$ cat src/rtl/owtr_pkg.sv
// Shared types and constants for the 1-Wire temperature reader.
package owtr_pkg;

    localparam int TIMER_W     = 20;
    localparam int CFG_INDEX_W = 3;
    localparam int CFG_DATA_W  = 20;

    // Sequencer phases
    typedef enum logic [3:0] {
        PH_IDLE     = 4'd0,
        PH_RST_LOW  = 4'd1,
        PH_RST_WAIT = 4'd2,
        PH_RST_TAIL = 4'd3,
        PH_GAP      = 4'd4,
        PH_WR_LOW   = 4'd5,
        PH_WR_REL   = 4'd6,
        PH_CONV     = 4'd7,
        PH_RD_LOW   = 4'd8,
        PH_RD_REL   = 4'd9
    } phase_t;

    // Configuration register indexes
    localparam logic [CFG_INDEX_W-1:0] REG_RESET_LOW     = 3'd0;
    localparam logic [CFG_INDEX_W-1:0] REG_PRESENCE_WAIT = 3'd1;
    localparam logic [CFG_INDEX_W-1:0] REG_RESET_TAIL    = 3'd2;
    localparam logic [CFG_INDEX_W-1:0] REG_SLOT          = 3'd3;
    localparam logic [CFG_INDEX_W-1:0] REG_SHORT_LOW     = 3'd4;
    localparam logic [CFG_INDEX_W-1:0] REG_COMMAND_GAP   = 3'd5;
    localparam logic [CFG_INDEX_W-1:0] REG_CONVERSION    = 3'd6;

    // Command bytes in bus order: skip-ROM, convert, skip-ROM, read-scratchpad
    localparam logic [3:0][7:0] CMD_BYTES = {8'hBE, 8'hCC, 8'h44, 8'hCC};

    // Byte counts where the sequence turns
    localparam logic [2:0] BYTE_CONV_AT = 3'd2;
    localparam logic [2:0] BYTE_READ_AT = 3'd4;
    localparam logic [2:0] BYTE_END_AT  = 3'd6;

    // Result item, drive_low in bit 0
    typedef struct packed {
        logic [15:0] temperature_raw;
        logic        no_device;
        logic        done_res;
        logic        busy_res;
        logic        drive_low;
    } result_t;

endpackage

$ cat src/rtl/onewire_temperature_reader.sv
// 1-Wire bus master that runs a full temperature read per start request.
//
// Channel   Dir  Transfer when          Payload
// s_*       in   s_tvalid & s_tready    tuser: kind; tdata[0]: line_level
// m_*       out  m_tvalid & m_tready    tdata: drive_low, busy_res, done_res,
//                                       no_device, temperature_raw[15:0]
// cfg_*     in   cfg_we                 cfg_index selects, cfg_data value
//
// One input item per clock while s_tready is high. Each item updates the
// sequencer state when accepted; its result is registered in output or skid.
// A skid register behind the output register keeps s_tready high while one
// result waits; s_tready drops only when both are full.
// rst_n (async, active low) clears sequencer state and restores register
// defaults; results in flight are dropped.
module onewire_temperature_reader
    import owtr_pkg::*;
(
    input  logic                   clk,
    input  logic                   rst_n,
    // input stream
    input  logic                   s_tvalid,
    output logic                   s_tready,
    input  logic [7:0]             s_tdata,   // [0] line_level, [7:1] zero
    input  logic                   s_tuser,   // [0] kind: 0 tick, 1 start
    // result stream
    output logic                   m_tvalid,
    input  logic                   m_tready,
    output logic [23:0]            m_tdata,   // [0] drive_low, [1] busy_res,
                                              // [2] done_res, [3] no_device,
                                              // [19:4] temperature_raw, rest 0
    // configuration writes
    input  logic                   cfg_we,
    input  logic [CFG_INDEX_W-1:0] cfg_index,
    input  logic [CFG_DATA_W-1:0]  cfg_data
);

    // timing registers
    logic [9:0]  reset_low_time_reg;
    logic [9:0]  presence_wait_time_reg;
    logic [9:0]  reset_tail_time_reg;
    logic [7:0]  slot_time_reg;
    logic [3:0]  short_low_time_reg;
    logic [15:0] command_gap_time_reg;
    logic [19:0] conversion_time_reg;

    // sequencer state
    phase_t             phase_reg, phase_next;
    logic [TIMER_W-1:0] phase_timer_reg, phase_timer_next;
    logic [2:0]         bit_position_reg, bit_position_next;
    logic [2:0]         byte_step_reg, byte_step_next;
    logic [15:0]        read_shift_reg, read_shift_next;
    logic               absent_flag_reg, absent_flag_next;
    logic               done_next;

    // output and skid registers
    result_t out_data_reg, skid_data_reg, result_next;
    logic    out_valid_reg, skid_valid_reg;

    logic s_accept;
    logic kind;
    logic line_level;

    assign kind       = s_tuser;
    assign line_level = s_tdata[0];
    assign s_tready   = !skid_valid_reg;
    assign s_accept   = s_tvalid && s_tready;

    assign m_tvalid = out_valid_reg;
    assign m_tdata  = {4'b0000, out_data_reg};

    // configuration port
    always_ff @(posedge clk or negedge rst_n)
    begin
        if (!rst_n)
        begin
            reset_low_time_reg     <= 10'd400;
            presence_wait_time_reg <= 10'd80;
            reset_tail_time_reg    <= 10'd400;
            slot_time_reg          <= 8'd50;
            short_low_time_reg     <= 4'd1;
            command_gap_time_reg   <= 16'd1000;
            conversion_time_reg    <= 20'd800000;
        end
        else if (cfg_we)
        begin
            case (cfg_index)
                REG_RESET_LOW:     reset_low_time_reg     <= cfg_data[9:0];
                REG_PRESENCE_WAIT: presence_wait_time_reg <= cfg_data[9:0];
                REG_RESET_TAIL:    reset_tail_time_reg    <= cfg_data[9:0];
                REG_SLOT:          slot_time_reg          <= cfg_data[7:0];
                REG_SHORT_LOW:     short_low_time_reg     <= cfg_data[3:0];
                REG_COMMAND_GAP:   command_gap_time_reg   <= cfg_data[15:0];
                REG_CONVERSION:    conversion_time_reg    <= cfg_data[19:0];
                default:           ;
            endcase
        end
    end

    // Next sequencer state for the item at the input. The timer advances on
    // every tick; entering a phase clears it. A zero duration ends on the
    // first tick since the timer is already 1 by then.
    always_comb
    begin
        logic [TIMER_W-1:0] tmr;
        logic [2:0]         byte_inc;
        logic               cur_bit;
        logic               wr_bit_done;

        phase_next        = phase_reg;
        phase_timer_next  = phase_timer_reg;
        bit_position_next = bit_position_reg;
        byte_step_next    = byte_step_reg;
        read_shift_next   = read_shift_reg;
        absent_flag_next  = absent_flag_reg;
        done_next         = 1'b0;

        tmr         = phase_timer_reg + TIMER_W'(1);
        byte_inc    = byte_step_reg + 3'd1;
        cur_bit     = CMD_BYTES[byte_step_reg[1:0]][bit_position_reg];
        wr_bit_done = 1'b0;

        if (kind)
        begin
            if (phase_reg == PH_IDLE)
            begin
                bit_position_next = '0;
                byte_step_next    = '0;
                read_shift_next   = '0;
                absent_flag_next  = 1'b0;
                phase_next        = PH_RST_LOW;
                phase_timer_next  = '0;
            end
        end
        else if (phase_reg != PH_IDLE)
        begin
            phase_timer_next = tmr;
            case (phase_reg)
                PH_RST_LOW:
                    if (tmr >= TIMER_W'(reset_low_time_reg))
                    begin
                        phase_next       = PH_RST_WAIT;
                        phase_timer_next = '0;
                    end
                PH_RST_WAIT:
                    if (tmr >= TIMER_W'(presence_wait_time_reg))
                    begin
                        // line still high at the sample: nobody answered
                        if (line_level)
                            absent_flag_next = 1'b1;
                        phase_next       = PH_RST_TAIL;
                        phase_timer_next = '0;
                    end
                PH_RST_TAIL:
                    if (tmr >= TIMER_W'(reset_tail_time_reg))
                    begin
                        phase_next       = PH_GAP;
                        phase_timer_next = '0;
                    end
                PH_GAP:
                    if (tmr >= TIMER_W'(command_gap_time_reg))
                    begin
                        phase_next       = PH_WR_LOW;
                        phase_timer_next = '0;
                    end
                PH_WR_LOW:
                    if (cur_bit)
                    begin
                        if (tmr >= TIMER_W'(short_low_time_reg))
                        begin
                            phase_next       = PH_WR_REL;
                            phase_timer_next = '0;
                        end
                    end
                    else if (tmr >= TIMER_W'(slot_time_reg))
                        wr_bit_done = 1'b1;
                PH_WR_REL:
                    if (tmr >= TIMER_W'(slot_time_reg))
                        wr_bit_done = 1'b1;
                PH_CONV:
                    if (tmr >= conversion_time_reg)
                    begin
                        phase_next       = PH_RST_LOW;
                        phase_timer_next = '0;
                    end
                PH_RD_LOW:
                    if (tmr >= TIMER_W'(short_low_time_reg))
                    begin
                        phase_next       = PH_RD_REL;
                        phase_timer_next = '0;
                    end
                PH_RD_REL:
                begin
                    // sample on the first released tick
                    if (tmr == TIMER_W'(1) && line_level)
                        read_shift_next[{byte_step_reg[0], bit_position_reg}] = 1'b1;
                    if (tmr >= TIMER_W'(slot_time_reg))
                    begin
                        phase_next       = PH_RD_LOW;
                        phase_timer_next = '0;
                        if (bit_position_reg == 3'd7)
                        begin
                            bit_position_next = '0;
                            byte_step_next    = byte_inc;
                            if (byte_inc >= BYTE_END_AT)
                            begin
                                phase_next = PH_IDLE;
                                done_next  = 1'b1;
                            end
                        end
                        else
                            bit_position_next = bit_position_reg + 3'd1;
                    end
                end
                default:
                begin
                    phase_next       = PH_IDLE;
                    phase_timer_next = '0;
                end
            endcase

            // end of a written bit: next bit, next byte, or leave the command
            if (wr_bit_done)
            begin
                phase_timer_next = '0;
                if (bit_position_reg == 3'd7)
                begin
                    bit_position_next = '0;
                    byte_step_next    = byte_inc;
                    if (byte_inc == BYTE_CONV_AT)
                        phase_next = PH_CONV;
                    else if (byte_inc >= BYTE_READ_AT)
                        phase_next = PH_RD_LOW;
                    else
                        phase_next = PH_WR_LOW;
                end
                else
                begin
                    bit_position_next = bit_position_reg + 3'd1;
                    phase_next        = PH_WR_LOW;
                end
            end
        end

        result_next.drive_low       = (phase_next == PH_RST_LOW) ||
                                      (phase_next == PH_WR_LOW)  ||
                                      (phase_next == PH_RD_LOW);
        result_next.busy_res        = (phase_next != PH_IDLE);
        result_next.done_res        = done_next;
        result_next.no_device       = absent_flag_next;
        result_next.temperature_raw = read_shift_next;
    end

    // state commits on every accepted item
    always_ff @(posedge clk or negedge rst_n)
    begin
        if (!rst_n)
        begin
            phase_reg        <= PH_IDLE;
            phase_timer_reg  <= '0;
            bit_position_reg <= '0;
            byte_step_reg    <= '0;
            read_shift_reg   <= '0;
            absent_flag_reg  <= 1'b0;
        end
        else if (s_accept)
        begin
            phase_reg        <= phase_next;
            phase_timer_reg  <= phase_timer_next;
            bit_position_reg <= bit_position_next;
            byte_step_reg    <= byte_step_next;
            read_shift_reg   <= read_shift_next;
            absent_flag_reg  <= absent_flag_next;
        end
    end

    // output register with skid behind it
    always_ff @(posedge clk or negedge rst_n)
    begin
        if (!rst_n)
        begin
            out_valid_reg  <= 1'b0;
            skid_valid_reg <= 1'b0;
        end
        else if (!out_valid_reg || m_tready)
        begin
            if (skid_valid_reg)
            begin
                out_valid_reg  <= 1'b1;
                skid_valid_reg <= 1'b0;
            end
            else
                out_valid_reg <= s_accept;
        end
        else if (s_accept)
            skid_valid_reg <= 1'b1;
    end

    always_ff @(posedge clk)
    begin
        if (!out_valid_reg || m_tready)
        begin
            if (skid_valid_reg)
                out_data_reg <= skid_data_reg;
            else if (s_accept)
                out_data_reg <= result_next;
        end
        else if (s_accept)
            skid_data_reg <= result_next;
    end

    // skid holds data only behind a full output register
    a_skid_behind_out: assert property (@(posedge clk) disable iff (!rst_n)
        skid_valid_reg |-> out_valid_reg)
        else $error("skid full while output register empty");

    // idle always has a cleared timer
    a_idle_timer: assert property (@(posedge clk) disable iff (!rst_n)
        (phase_reg == PH_IDLE) |-> (phase_timer_reg == '0))
        else $error("timer running while idle");

    // byte counter never passes the end of the sequence
    a_byte_range: assert property (@(posedge clk) disable iff (!rst_n)
        byte_step_reg != 3'd7)
        else $error("byte counter out of range");

    // a start accepted while idle opens the reset pulse
    a_start: assert property (@(posedge clk) disable iff (!rst_n)
        (s_accept && kind && phase_reg == PH_IDLE) |=> (phase_reg == PH_RST_LOW))
        else $error("start did not launch reset pulse");

endmodule

$ cat config.mk
export PLATFORM = sky130hd
export DESIGN_NAME = onewire_temperature_reader
export DESIGN_NICKNAME = d
export VERILOG_FILES = /design/src/rtl/owtr_pkg.sv /design/src/rtl/onewire_temperature_reader.sv
export SDC_FILE = /design/constraint.sdc
export NUM_CORES = 1
export LEC_CHECK = 0
export BUFFER_PORTS_ARGS = -buffer_cell sky130_fd_sc_hd__buf_4
export CAP_MARGIN = 25
export CELL_PAD_IN_SITES_DETAIL_PLACEMENT = 0
export CELL_PAD_IN_SITES_GLOBAL_PLACEMENT = 1
export CORE_MARGIN = 3
export CORE_UTILIZATION = 49
export CTS_CLUSTER_SIZE = 25
export DETAILED_ROUTE_END_ITERATION = 12
export PLACE_DENSITY_LB_ADDON = 0.15
export SETUP_SLACK_MARGIN = 0.2
export SLEW_MARGIN = 20
export SYNTH_ARGS = -nofsm -noshare
export SYNTH_HDL_FRONTEND = slang
export SYNTH_SLANG_ARGS = --single-unit
$ cat constraint.sdc
create_clock -name clk -period 4.7 [get_ports clk]
set_clock_uncertainty 0.05 [all_clocks]
set_input_delay 0.94 -clock clk [delete_from_list [all_inputs] [get_ports clk]]
set_output_delay 0.94 -clock clk [all_outputs]
set_load 0.05 [all_outputs]
# Word level (Yosys, flattened, before mapping)
# Index checks and enable logic that the tools add are counted.
[totals] ff_bits=167 input_bits=37 elab_cells=172
[op_classes] n_addsub=3 n_lt_le_gt_ge=13 eq_ne=22 muxes=79 bitwise=2 n_reduce_logical=28
[ops] op="2-to-1 mux 20 bit" n=14
[ops] op="case mux 20 bit (9 select lines)" n=1
[ops] op="2-to-1 mux 16 bit" n=5
[ops] op="2-to-1 mux 4 bit" n=18
[ops] op=">= comparator 20 x 10 -> 1 bit" n=3
[ops] op="2-to-1 mux 3 bit" n=14
[ops] op="case mux 4 bit (9 select lines)" n=1
[ops] op="2-to-1 mux 1 bit" n=21
[ops] op="adder 20 x 1 -> 20 bit, second input constant" n=1
[ops] op="== test 20 x 1 -> 1 bit, second input constant" n=1
[ops] op="== test 4 x 3 -> 1 bit, second input constant" n=5
[ops] op=">= comparator 20 x 16 -> 1 bit" n=1
[ops] op=">= comparator 20 bit" n=1
[ops] op=">= comparator 20 x 4 -> 1 bit" n=1
[ops] op=">= comparator 20 x 8 -> 1 bit" n=1
[ops] op="AND reduction 2 bit" n=9
[ops] op="binary-select mux 8 bit (select 2 bit)" n=1
[ops] op="OR 16 bit" n=1
[ops] op="== test 3 bit, second input constant" n=4
[ops] op="== test 4 bit, second input constant" n=3
[ops] op="== test 3 x 2 -> 1 bit, second input constant" n=3
[ops] op="== test 4 x 1 -> 1 bit, second input constant" n=2
[ops] op="== test 4 x 2 -> 1 bit, second input constant" n=2
[ops] op="2-to-1 mux 8 bit" n=1
[ops] op="22 further kinds" n=33

# Depth between registers and ports, before layout
[depth] depth_word=16 mapped_depth=18 mapped_depth_nobuf=16

# Worst setup path before layout
# No wires, ideal clock.
[synth_path] path_kind="flip-flop to flip-flop" start="reg phase_timer_reg[0]" end="reg out_data_reg (netlist bit m_tdata[0]) (data pin)" setup_time_ps=165 arrival_ps=3756 path_slack_ps=729 stages_incl_launch_ff=15 path_buffers=0 period_less_slack_ps=3971 cell_sequence="dfrtp_1 -> ha_1 -> nand3_1 -> and2_1 -> or2_2 -> ha_1 -> a21o_1 -> a221oi_1 -> maj3_1 -> o21ai_0 -> o21ba_2 -> a2111oi_1 -> a31o_2 -> mux2_1 -> o31ai_2"
[synth_between] elab_chain_cells=15 word_cells_on_any_way=33
[synth_lines] item="from (decl)" line="onewire_temperature_reader.sv:48" rtl="logic [TIMER_W-1:0] phase_timer_reg, phase_timer_next;"
[synth_lines] item="from (signal assigned)" line="onewire_temperature_reader.sv:268" rtl="phase_timer_reg <= phase_timer_next;"
[synth_lines] item="adder 20 x 1 -> 20 bit (*)" line="onewire_temperature_reader.sv:117" rtl="tmr = phase_timer_reg + TIMER_W'(1);"
[synth_lines] item=">= comparator 20 x 8 -> 1 bit" line="onewire_temperature_reader.sv:174, onewire_temperature_reader.sv:177, onewire_temperature_reader.sv:196"
[synth_lines] item="2-to-1 mux 1 bit" line="onewire_temperature_reader.sv:174, onewire_temperature_reader.sv:177"
[synth_lines] item="2-to-1 mux 1 bit" line="onewire_temperature_reader.sv:166" rtl="if (cur_bit)"
[synth_lines] item="case mux 1 bit (2 select lines)" line="onewire_temperature_reader.sv:137" rtl="case (phase_reg)"
[synth_lines] item="2-to-1 mux 1 bit" line="onewire_temperature_reader.sv:134" rtl="else if (phase_reg != PH_IDLE)"
[synth_lines] item="2-to-1 mux 1 bit" line="onewire_temperature_reader.sv:122" rtl="if (kind)"
[synth_lines] item="2-to-1 mux 4 bit (*)" line="onewire_temperature_reader.sv:222" rtl="if (wr_bit_done)"
[synth_lines] item="2-to-1 mux 4 bit (*)" line="onewire_temperature_reader.sv:134"
[synth_lines] item="2-to-1 mux 4 bit (*)" line="onewire_temperature_reader.sv:122"
[synth_lines] item="== test 4 x 1 -> 1 bit or == test 4 x 3 -> 1 bit (tied branches)" line="onewire_temperature_reader.sv:244, onewire_temperature_reader.sv:245"
[synth_lines] item="logical OR 1 bit" line="onewire_temperature_reader.sv:244" rtl="result_next.drive_low = (phase_next == PH_RST_LOW) ||"
[synth_lines] item="logical OR 1 bit (*)" line="onewire_temperature_reader.sv:245" rtl="(phase_next == PH_WR_LOW) ||"
[synth_lines] item="2-to-1 mux 20 bit (*)" line="onewire_temperature_reader.sv:304" rtl="else if (s_accept)"
[synth_lines] item="2-to-1 mux 20 bit (*)" line="onewire_temperature_reader.sv:302" rtl="if (skid_valid_reg)"
[synth_lines] item="to (signal assigned)" line="onewire_temperature_reader.sv:303" rtl="out_data_reg <= skid_data_reg;"
[synth_lines] item="to (signal assigned)" line="onewire_temperature_reader.sv:305" rtl="out_data_reg <= result_next;"
[synth_lines] item="to (decl)" line="onewire_temperature_reader.sv:56" rtl="result_t out_data_reg, skid_data_reg, result_next;"
# Every way passes the cells marked *; elsewhere a longest branch is shown, timed or not. The select of a mux whose other input is x is not followed.
# A chain may end at the register's enable or synchronous reset.

# Worst setup path in the final report
# Ends and elaborated chain as after synthesis.

==> results.json <==
{
  "status": "completed",
  "cts-buffers-inserted": 17,
  "hold_class": "flop to flop",
  "worst_slew_pin_slew_ns": 0.945,
  "power.share.combinational_pct": 28.1,
  "intPower_mw": 3.09,
  "series_of_cell_instances_along_the_critical_path": "buf_4 -> inv_1 -> ha_1 -> ha_1 -> a21o_1 -> a211oi_1 -> o22ai_1 -> o21ai_0 -> a21oi_1 -> a2111oi_4 -> a31o_2 -> mux2_1 -> o31ai_2",
  "fin_nets": 1171,
  "core_area_sq_um": 19700,
  "critical_path.slowest_cell": "sky130_fd_sc_hd__ha_1",
  "drtIter0Drc": 427,
  "rsz_0062_raised_after_global_routing": "false",
  "power.clock.fraction_pct": 31.7,
  "syn_area_per_cell_sq_um": 9.95,
  "hold_buffers": 0,
  "n_fill_cell": 1804,
  "synth-main-ff-cell": "sky130_fd_sc_hd__dfrtp_1",
  "layout-drive-gt1-share_pct": 22.5,
  "buffer_levels_on_the_longest_clock_path": 2,
  "post_detailed_route_count_of_antenna_violating_nets": 0,
  "reported_max_cap_violation_count": 0,
  "antenna_found_initial": 0,
  "floorplan.die_area_sq_um": 21900,
  "final_period_minus_worst_setup_slack_ns": 4.32,
  "timing.critical_path.to_type": "flop",
  "die_width_um": 148,
  "rows": 51,
  "synth.distinct_cells": 81,
  "half_perimeter_wire_length_after_detailed_placement_um": 16700,
  "via_total_after_detailed_routing": 7547,
  "clock_pin_slew_of_the_registers_on_the_worst_case_setup_and_hold_paths_ns": 0.07,
  "crit_arrival_ns": 4.54,
  "synthesis.yosys.warnings": 0,
  "critical_path.max_stage_delay_ns": 0.51,
  "synth.top_cells.by_area": "sky130_fd_sc_hd__dfrtp_1 26%, sky130_fd_sc_hd__edfxtp_1 12%, sky130_fd_sc_hd__ha_1 9.7%, sky130_fd_sc_hd__mux2_2 8.1%, sky130_fd_sc_hd__dfstp_2 6.4%",
  "ys_ff_latch": 167,
  "setup.worst_path.start_class": "flop",
  "worstPathBufferInverterCount": 2,
  "synth_async_reset_ratio_pct": 76.0,
  "routed_via_density": 5.65,
  "cts_root_buffer": "sky130_fd_sc_hd__clkbuf_16",
  "ios": 63,
  "grt_util_all_layers_pct": 22.2,
  "worst_vdd_ir_mv": 0.267,
  "number_of_enable_type_register_cells_in_the_synthesized_netlist": 40,
  "cp_max_fo": 11,
  "maxSlewViolCount": 0,
  "worst_ep_required_time_ns": 4.91,
  "finalCoreUtilization_pct": 57.8,
  "tns_ns": 0,
  "tritoncts": "yes",
  "die-height_um": 148,
  "finalWirelength_um": 23400,
  "crit_top_cell": "sky130_fd_sc_hd__ha_1",
  "crit_family": "compound AO/OA/AOI/OAI gates",
  "relSlewSlack_pct": 36.5,
  "power_frac_seq_pct": 40.2,
  "first_global_vias": 7195,
  "syn_area_sq_um": 9900,
  "avgRoutedWirePerCell_um": 17.5,
  "floorplan.initialDensity_pct": 50.4,
  "syn_inst": 995,
  "cts_setup_buffers": 0,
  "grt_start_max_net_pins": 99,
  "synth_largest_type_area_fraction_pct": 26.0,
  "timing.setup.critical_path_class": "flop to flop",
  "finalCritPeriodShare_pct": 92.0,
  "power_density_nw_per_um2": 410,
  "leakagePower_nw": 5.20,
  "seq_area_frac_synth_pct": 44.6,
  "grt_first_pass_wirelength_um": 39000,
  "synth_top_cell_by_area": "sky130_fd_sc_hd__dfrtp_1",
  "timing.fmax_mhz": 231,
  "drt_drc_violations_left": 0,
  "globalRoute.totalOverflow": 0,
  "finalSetupViolations": 0,
  "cts_h_tree_depth": 4,
  "areaGrowthSynthToFinish_pct": 14.8,
  "insertedDiodeCount": 0,
  "hold_viol": 0,
  "clk-insertion-delay-late_ns": 0.43,
  "io_buffer_count": 51,
  "numClockSinks": 167,
  "total_switching_power_mw": 1.57,
  "routabilityCongestion": 0.863,
  "p_sw_share_pct": 33.7,
  "detailedRoute.firstPassIterationCount": 5
}
layout make-up:
class,count,area (sq um),area share (%)
well taps,265,332,2.92
clock buffers,18,439,3.86
repair buffers,78,597,5.25
clock inverters,14,179,1.57
inverters,84,315,2.77
flip-flops and latches,167,4410,38.8
multi-input cells,709,5090,44.8
worst reg2reg max path: stages (launching register included):
cell and delay, ns:
sky130_fd_sc_hd__dfrtp_1 0.39, sky130_fd_sc_hd__buf_4 0.22, sky130_fd_sc_hd__inv_1 0.08, sky130_fd_sc_hd__ha_1 0.51, sky130_fd_sc_hd__ha_1 0.31, sky130_fd_sc_hd__a21o_1 0.17
sky130_fd_sc_hd__a211oi_1 0.46, sky130_fd_sc_hd__o22ai_1 0.19, sky130_fd_sc_hd__o21ai_0 0.34, sky130_fd_sc_hd__a21oi_1 0.22, sky130_fd_sc_hd__a2111oi_4 0.42, sky130_fd_sc_hd__a31o_2 0.25
sky130_fd_sc_hd__mux2_1 0.38, sky130_fd_sc_hd__o31ai_2 0.17
cell usage after synthesis (4+ instances only):
master and count:
sky130_fd_sc_hd__a211oi_1 7, sky130_fd_sc_hd__a21o_1 14, sky130_fd_sc_hd__a21oi_1 20, sky130_fd_sc_hd__a22o_1 14, sky130_fd_sc_hd__a31oi_1 12, sky130_fd_sc_hd__and2_1 7, sky130_fd_sc_hd__and3_1 10, sky130_fd_sc_hd__and4_1 4
sky130_fd_sc_hd__buf_2 5, sky130_fd_sc_hd__buf_4 4, sky130_fd_sc_hd__clkbuf_1 26, sky130_fd_sc_hd__dfrtp_1 103, sky130_fd_sc_hd__dfstp_2 24, sky130_fd_sc_hd__edfxtp_1 40, sky130_fd_sc_hd__ha_1 77, sky130_fd_sc_hd__inv_1 84
sky130_fd_sc_hd__mux2_2 71, sky130_fd_sc_hd__nand2_1 136, sky130_fd_sc_hd__nand2b_1 11, sky130_fd_sc_hd__nand3_1 22, sky130_fd_sc_hd__nand4_1 12, sky130_fd_sc_hd__nor2_1 45, sky130_fd_sc_hd__nor2b_1 10, sky130_fd_sc_hd__nor3_1 16
sky130_fd_sc_hd__nor3b_1 4, sky130_fd_sc_hd__nor4_1 10, sky130_fd_sc_hd__o211ai_1 9, sky130_fd_sc_hd__o21ai_0 83, sky130_fd_sc_hd__o21ai_1 5, sky130_fd_sc_hd__o31ai_1 4, sky130_fd_sc_hd__or2_2 11, sky130_fd_sc_hd__or3_1 5
sky130_fd_sc_hd__or4_1 4, sky130_fd_sc_hd__xnor2_1 8, sky130_fd_sc_hd__xor2_1 4
layer usage:
| layer | GRT usage [%] | up-vias | share of wire, % |
|---|---|---|---|
| li1 | - | 3702 | - |
| met1 | 33.2 | 3625 | 48 |
| met2 | 34.3 | 186 | 46 |
| met3 | 3.26 | 34 | 4.1 |
| met4 | 5.59 | 0 | 1.7 |
| met5 | 0 | - | 0 |
cell families after synthesis:
logic type,after synthesis,share of synthesized area [%]
AO/OA/AOI/OAI,222,15.0
XOR/XNOR,14,1.53
adder cells (fa/ha/maj),80,10.0
buffers and inverters,122,4.99
flip-flops,167,44.6
multiplexers,73,8.29
other,1,0.0379
AND/OR/NAND/NOR,316,15.6
power by group through the flow:
stage	clock network, mW	logic, mW	registers [mW]
floorplan	0	0.845	1.92
global placement	0	1.26	1.89
detailed placement	0	1.28	1.90
CTS	1.51	1.29	1.87
global route	1.57	1.46	1.90
finish	1.48	1.31	1.87
cells in the final DEF (no fill, tap or decap), types with 8 or more instances in the layout:
master / instances
sky130_fd_sc_hd__nor3_1: 16
sky130_fd_sc_hd__mux2_2: 71
sky130_fd_sc_hd__a21o_1: 14
sky130_fd_sc_hd__nand4_1: 12
sky130_fd_sc_hd__nand2_1: 136
sky130_fd_sc_hd__ha_1: 76
sky130_fd_sc_hd__a22o_1: 14
sky130_fd_sc_hd__or2_2: 11
sky130_fd_sc_hd__a31oi_1: 12
sky130_fd_sc_hd__buf_4: 75
sky130_fd_sc_hd__inv_1: 84
sky130_fd_sc_hd__o211ai_1: 9
sky130_fd_sc_hd__and3_1: 10
sky130_fd_sc_hd__edfxtp_1: 40
sky130_fd_sc_hd__nand2b_1: 11
sky130_fd_sc_hd__dfrtp_1: 103
sky130_fd_sc_hd__dfstp_2: 24
sky130_fd_sc_hd__o21ai_0: 81
sky130_fd_sc_hd__nand3_1: 21
sky130_fd_sc_hd__nor4_1: 8
sky130_fd_sc_hd__a21oi_1: 20
sky130_fd_sc_hd__nor2_1: 44
sky130_fd_sc_hd__xnor2_1: 8
sky130_fd_sc_hd__clkbuf_16: 17
sky130_fd_sc_hd__nor2b_1: 10
repair_timing:
action | in CTS | in global routing
pin swaps | 0 | 1
resized for setup | 1 | 15
endpoints found under the setup margin | 1 | 23
metrics by stage:
step / hold slack, ns / power (mW) / worst slack [ns] / instance area [sq um] / instances
3_5_place_dp: 0.420 / 3.18 / 0.151 / 10700 / 1303
5_1_grt: 0.452 / 4.93 / 0.212 / 11400 / 1335
6_report: 0.430 / 4.66 / 0.378 / 11400 / 1335
3_3_place_gp: 0.410 / 3.15 / 0.185 / 10600 / 1301
4_1_cts: 0.436 / 4.67 / 0.256 / 11300 / 1335
2_1_floorplan: 0.398 / 2.76 / 0.729 / 9910 / 998
path summary, 6_finish.rpt:
kind / startpoint / endpoint / slack, ns / cells after the start
setup / recovery: phase_timer_reg[0] / m_tdata[0] / 0.38 / 13
hold / removal: read_shift_reg[11] / read_shift_reg[11] / 0.43 / 2
setup reg to reg: phase_timer_reg[0] / m_tdata[0] / 0.38 / 13
hold reg to reg: read_shift_reg[11] / read_shift_reg[11] / 0.43 / 2
max in group asynchronous: rst_n / command_gap_time_reg[8] / 3.05 / 2
min in group asynchronous: rst_n / read_shift_reg[3] / 0.55 / 1
(Power assumes the default switching activity.)
